`src/rtl/core/bmpx_pkg.sv`:
```
`timescale 1ns / 1ps

package bmpx_pkg;

  localparam int unsigned PaletteDepthDef = 256;
  localparam int unsigned MaxWidth        = 4096;
  localparam int unsigned OutFifoDepth    = 4;
  localparam int unsigned FifoPtrW        = $clog2(OutFifoDepth);
  localparam int unsigned FifoCntW        = $clog2(OutFifoDepth + 1);
  localparam int unsigned WidthW          = 13;
  localparam int unsigned ByteW           = 14;

  typedef enum logic [1:0] {
    Depth1  = 2'd0,
    Depth4  = 2'd1,
    Depth8  = 2'd2,
    Depth24 = 2'd3
  } depth_e;

  typedef enum logic {
    CfgColorDepth = 1'b0,
    CfgImageWidth = 1'b1
  } cfg_reg_e;

  typedef struct packed {
    logic [7:0]  idx;
    logic        direct;
    logic [23:0] rgb;
    logic        last;
    logic        eor;
  } pix_req_t;

  typedef struct packed {
    logic [23:0] rgb;
    logic        last;
    logic        eor;
  } pix_t;

endpackage

```
`src/rtl/core/bmpx_out_fifo.sv`:
```
`timescale 1ns / 1ps

module bmpx_out_fifo (
  input  logic                          clk_i,
  input  logic                          rst_ni,
  input  logic                          push_i,
  input  bmpx_pkg::pix_t                data_i,
  output logic                          valid_o,
  input  logic                          ready_i,
  output bmpx_pkg::pix_t                data_o,
  output logic [bmpx_pkg::FifoCntW-1:0] count_o
);
  import bmpx_pkg::*;

  pix_t                mem [OutFifoDepth];
  logic [FifoPtrW-1:0] wptr_q, wptr_d;
  logic [FifoPtrW-1:0] rptr_q, rptr_d;
  logic [FifoCntW-1:0] cnt_q, cnt_d;
  logic                pop;

  assign valid_o = cnt_q != '0;
  assign pop     = valid_o && ready_i;
  assign data_o  = mem[rptr_q];
  assign count_o = cnt_q;

  always_comb begin
    wptr_d = wptr_q;
    rptr_d = rptr_q;
    cnt_d  = cnt_q;
    if (push_i) begin
      wptr_d = wptr_q + FifoPtrW'(1);
    end
    if (pop) begin
      rptr_d = rptr_q + FifoPtrW'(1);
    end
    if (push_i && !pop) begin
      cnt_d = cnt_q + FifoCntW'(1);
    end else if (pop && !push_i) begin
      cnt_d = cnt_q - FifoCntW'(1);
    end
  end

  always_ff @(posedge clk_i) begin
    if (push_i) begin
      mem[wptr_q] <= data_i;
    end
  end

  always_ff @(posedge clk_i or negedge rst_ni) begin
    if (!rst_ni) begin
      wptr_q <= '0;
      rptr_q <= '0;
      cnt_q  <= '0;
    end else begin
      wptr_q <= wptr_d;
      rptr_q <= rptr_d;
      cnt_q  <= cnt_d;
    end
  end

endmodule

```
`config.mk`:
```
export PLATFORM = sky130hd
export DESIGN_NAME = bmpx_out_fifo
export DESIGN_NICKNAME = d
export VERILOG_FILES = /design/src/rtl/core/bmpx_pkg.sv /design/src/rtl/core/bmpx_out_fifo.sv
export SDC_FILE = /design/constraint.sdc
export NUM_CORES = 1
export LEC_CHECK = 0
export ABC_AREA = 1
export BUFFER_PORTS_ARGS = -buffer_cell sky130_fd_sc_hd__clkbuf_2
export CELL_PAD_IN_SITES_DETAIL_PLACEMENT = 0
export CELL_PAD_IN_SITES_GLOBAL_PLACEMENT = 1
export CORE_ASPECT_RATIO = 1.75
export CORE_MARGIN = 10
export CORE_UTILIZATION = 47
export DETAILED_ROUTE_END_ITERATION = 10
export PLACE_DENSITY = 0.91
export SLEW_MARGIN = 10
export SYNTH_ARGS = -nofsm -noshare
export SYNTH_HDL_FRONTEND = slang
export SYNTH_SLANG_ARGS = --single-unit
```
`constraint.sdc`:
```
create_clock -name clk_i -period 1.85 [get_ports clk_i]
set_input_delay 0.0925 -clock clk_i [delete_from_list [all_inputs] [get_ports clk_i]]
set_output_delay 0.0925 -clock clk_i [all_outputs]
set_load 0.05 [all_outputs]
```
==> qor.yml <==
setup_path:
  worst_setup_path_end_kind: "output port"
  critical_path.cell_chain: "inv_4 > o211ai_1 > nand2_1 > clkbuf_2"
  startpoint_type: "flip-flop"
  crit_fanout: 27
  crit_type: "reg -> out"
  crit_path_top_delay_cell: "dfrtp_1"
  critPathRequiredTime_ns: 1.76
  crit_path_max_incr_delay_ns: 0.42
  arrival_ns: 1.65
sta:
  worst_pin_slew_ns: 0.406
  min_period_ns: 1.75
  final.setup.tns_ns: 0
  period_share_pct: 94.4
  layout_setup_ws_ns: 0.103
  max_freq_mhz: 573
  hold_slack_ns: 0.0277
  slew_headroom_pct: 72.9
  fin_skew_ns: 0.00622
  setup_viol: 0
  drv_slew: 0
  hold_viol_final: 0
route:
  routed_wl_um: 9160
  wl_per_cell_um: 15.7
  route.detailed.drc: 0
  drt-initial-drc-count: 170
  vias_per_cell: 4.95
  vias: 2878
  drtPass1Iterations: 4
  ant_nets: 0
clock_tree:
  cts_tree: "done"
  cts_root_buffer: "clkbuf_16"
  htree_levels: 3
  clock_latency_ns: 0.34
  cts_inserted_buffers: 9
  clk_path_buf_depth: 2
  clock-sinks: 111
  clkSlewWorstSetupHoldPaths_ns: 0.06
synthesis:
  synth_compound_area_share_pct: 10.3
  synthAdderAreaFrac_pct: 1.78
  synth_area_leaders: "edfxtp_1 (67%), nand2_1 (7.9%), o211ai_1 (5.7%)"
  synth_area_per_cell_um2: 13.0
  synth_nets: 393
  syn_area_um2: 4650
  synth-seq-cells: 111
  yosysTopAreaCellShare_pct: 67.2
  synthArstFlopShare_pct: 6.31
  synth_ff_type: "edfxtp_1"
  synth_edf_count: 104
  synth_top_family_by_area: "compound AO/OA/AOI/OAI gates"
  synth-simple-area-share_pct: 8.45
  yosysUniqueCellTypes: 20
  synth-xor-area-share_pct: 0.377
  seq_area_frac_synth_pct: 71.0
  yosys_warnings: 0
  synth_mux_area_share_pct: 0
  synth_top_area_cell: "edfxtp_1"
  synth_cells: 357
layout:
  final_cells: 582
  num-fill-cells: 735
  utilization_pct: 58.5
  insertedDiodeCount: 0
  final_area_um2: 5730
  final_nets: 489
  drive_above_1_share_pct: 25.2
  syn2layout_area_growth_pct: 23.3
floorplanning:
  start_util_pct: 47.5
  fp.dieArea_um2: 14400
  die_y_um: 152
  placementRows: 48
  core_um2: 9790
  io_pins: 60
  die_x_um: 95.2
global_routing:
  grt_max_degree: 57
  grt_pass1_wl_um: 14800
  grt_pass1_vias: 3015
  grt_antenna_before_repair: 0
  grt_overflow: 0
  grtUsageTotal_pct: 13.3
power:
  finalPower_mw: 10.1
  ir_drop_uv: 1420
  p_leak_nw: 2.44
  powerDensity_nw_per_um2: 1760
status:
  status: "finished, final reports clean"
min_path:
  min_path_type: "in -> reg"
place:
  placed_area_um2: 5110
  dp.cells: 536
  port-buffer-count: 59
  dp_hpwl_um: 5880
  dp_slack_ns: 0.119
  place_congestion: 0.790
run:
  cap_violations: 0
[cells in the final DEF (no fill, tap or decap), drive strengths merged]
cell         instances
inv                 66
fa                   1
buf                 21
nor2                 1
bufinv               1
xor2                 1
nand3                3
ha                   5
dfrtp                7
nand2               98
o211ai              52
edfxtp             104
nand4                1
o21ai                1
xnor2                1
clkinv               4
clkbuf              63
dlygate4sd3         27
[flip-flops by register name (all words and copies together) (netlist names)]
name / flops
rptr_q: 2
mem: 104
count_o: 3
wptr_q: 2
[metal layers]
layer | routed length [µm] | vias up | GRT usage [%] | share of wire [%]
met5 | 0 | - | 0 | 0
met4 | 188 | 0 | 6.24 | 2.1
met3 | 417 | 11 | 3.75 | 4.6
met2 | 4960 | 67 | 22.9 | 54
met1 | 3590 | 1386 | 14.8 | 39
li1 | - | 1414 | - | -
[critical path: cells and delay by family (launching register included)]
kind	cells	cell delay [ns]
AO/OA/AOI/OAI	1	0.16
buffers and inverters	2	0.62
flip-flops	1	0.42
AND/OR/NAND/NOR	1	0.12
[power breakdown]
| part | total [mW] | internal [mW] | switching (mW) |
|---|---|---|---|
| clock | 1.84 | 1.04 | 0.799 |
| sequential | 3.51 | 3.31 | 0.201 |
| combinational | 4.75 | 1.27 | 3.48 |
| total | 10.1 | 5.61 | 4.48 |
[area by class of cell]
cell class,instances,area (µm²),area share (%)
timing repair buffer,102,741,12.9
sequential,111,3300,57.6
multi-input combinational,164,993,17.3
clock inverter,6,61.3,1.07
clock buffer,9,225,3.93
inverter,65,249,4.35
tap,125,156,2.73
[timing repair]
| item | 4_1_cts | 5_1_grt |
|---|---|---|
| hold buffers | 27 | 0 |
| endpoints found under the hold margin | 111 | 0 |
| gates resized for setup | 0 | 13 |
| setup buffers | 0 | 3 |
| endpoints found under the setup margin | 0 | 4 |
[path summary, 6_finish.rpt]
check	from	to	slack, ns	depth (start not counted)
setup / recovery	rptr_q[1]$_DFFE_PN0P_	data_o[25]	0.10	4
hold / removal	ready_i	rptr_q[0]$_DFFE_PN0P_	0.03	3
setup reg to reg	count_o[0]$_DFFE_PN0P_	count_o[2]$_DFFE_PN0P_	0.16	10
hold reg to reg	count_o[2]$_DFFE_PN0P_	count_o[2]$_DFFE_PN0P_	0.50	2
max in group asynchronous	rst_ni	count_o[2]$_DFFE_PN0P_	1.54	2
min in group asynchronous	rst_ni	wptr_q[0]$_DFFE_PN0P_	0.12	2
[Yosys cell counts (3+ instances only)]
cell type    n
edfxtp_1   104
nand2_1     98
inv_1       63
o211ai_1    35
o211ai_2    17
buf_2        7
dfrtp_1      7
buf_6        6
ha_1         5
buf_4        3
nand3_1      3
[cells by family after synthesis]
family,Yosys count
xor+xnor,2
buf+inv,82
simple gates,103
flops,111
compound gates,53
fa+ha+maj,6
Note: power is estimated with default switching activity, not from simulation.
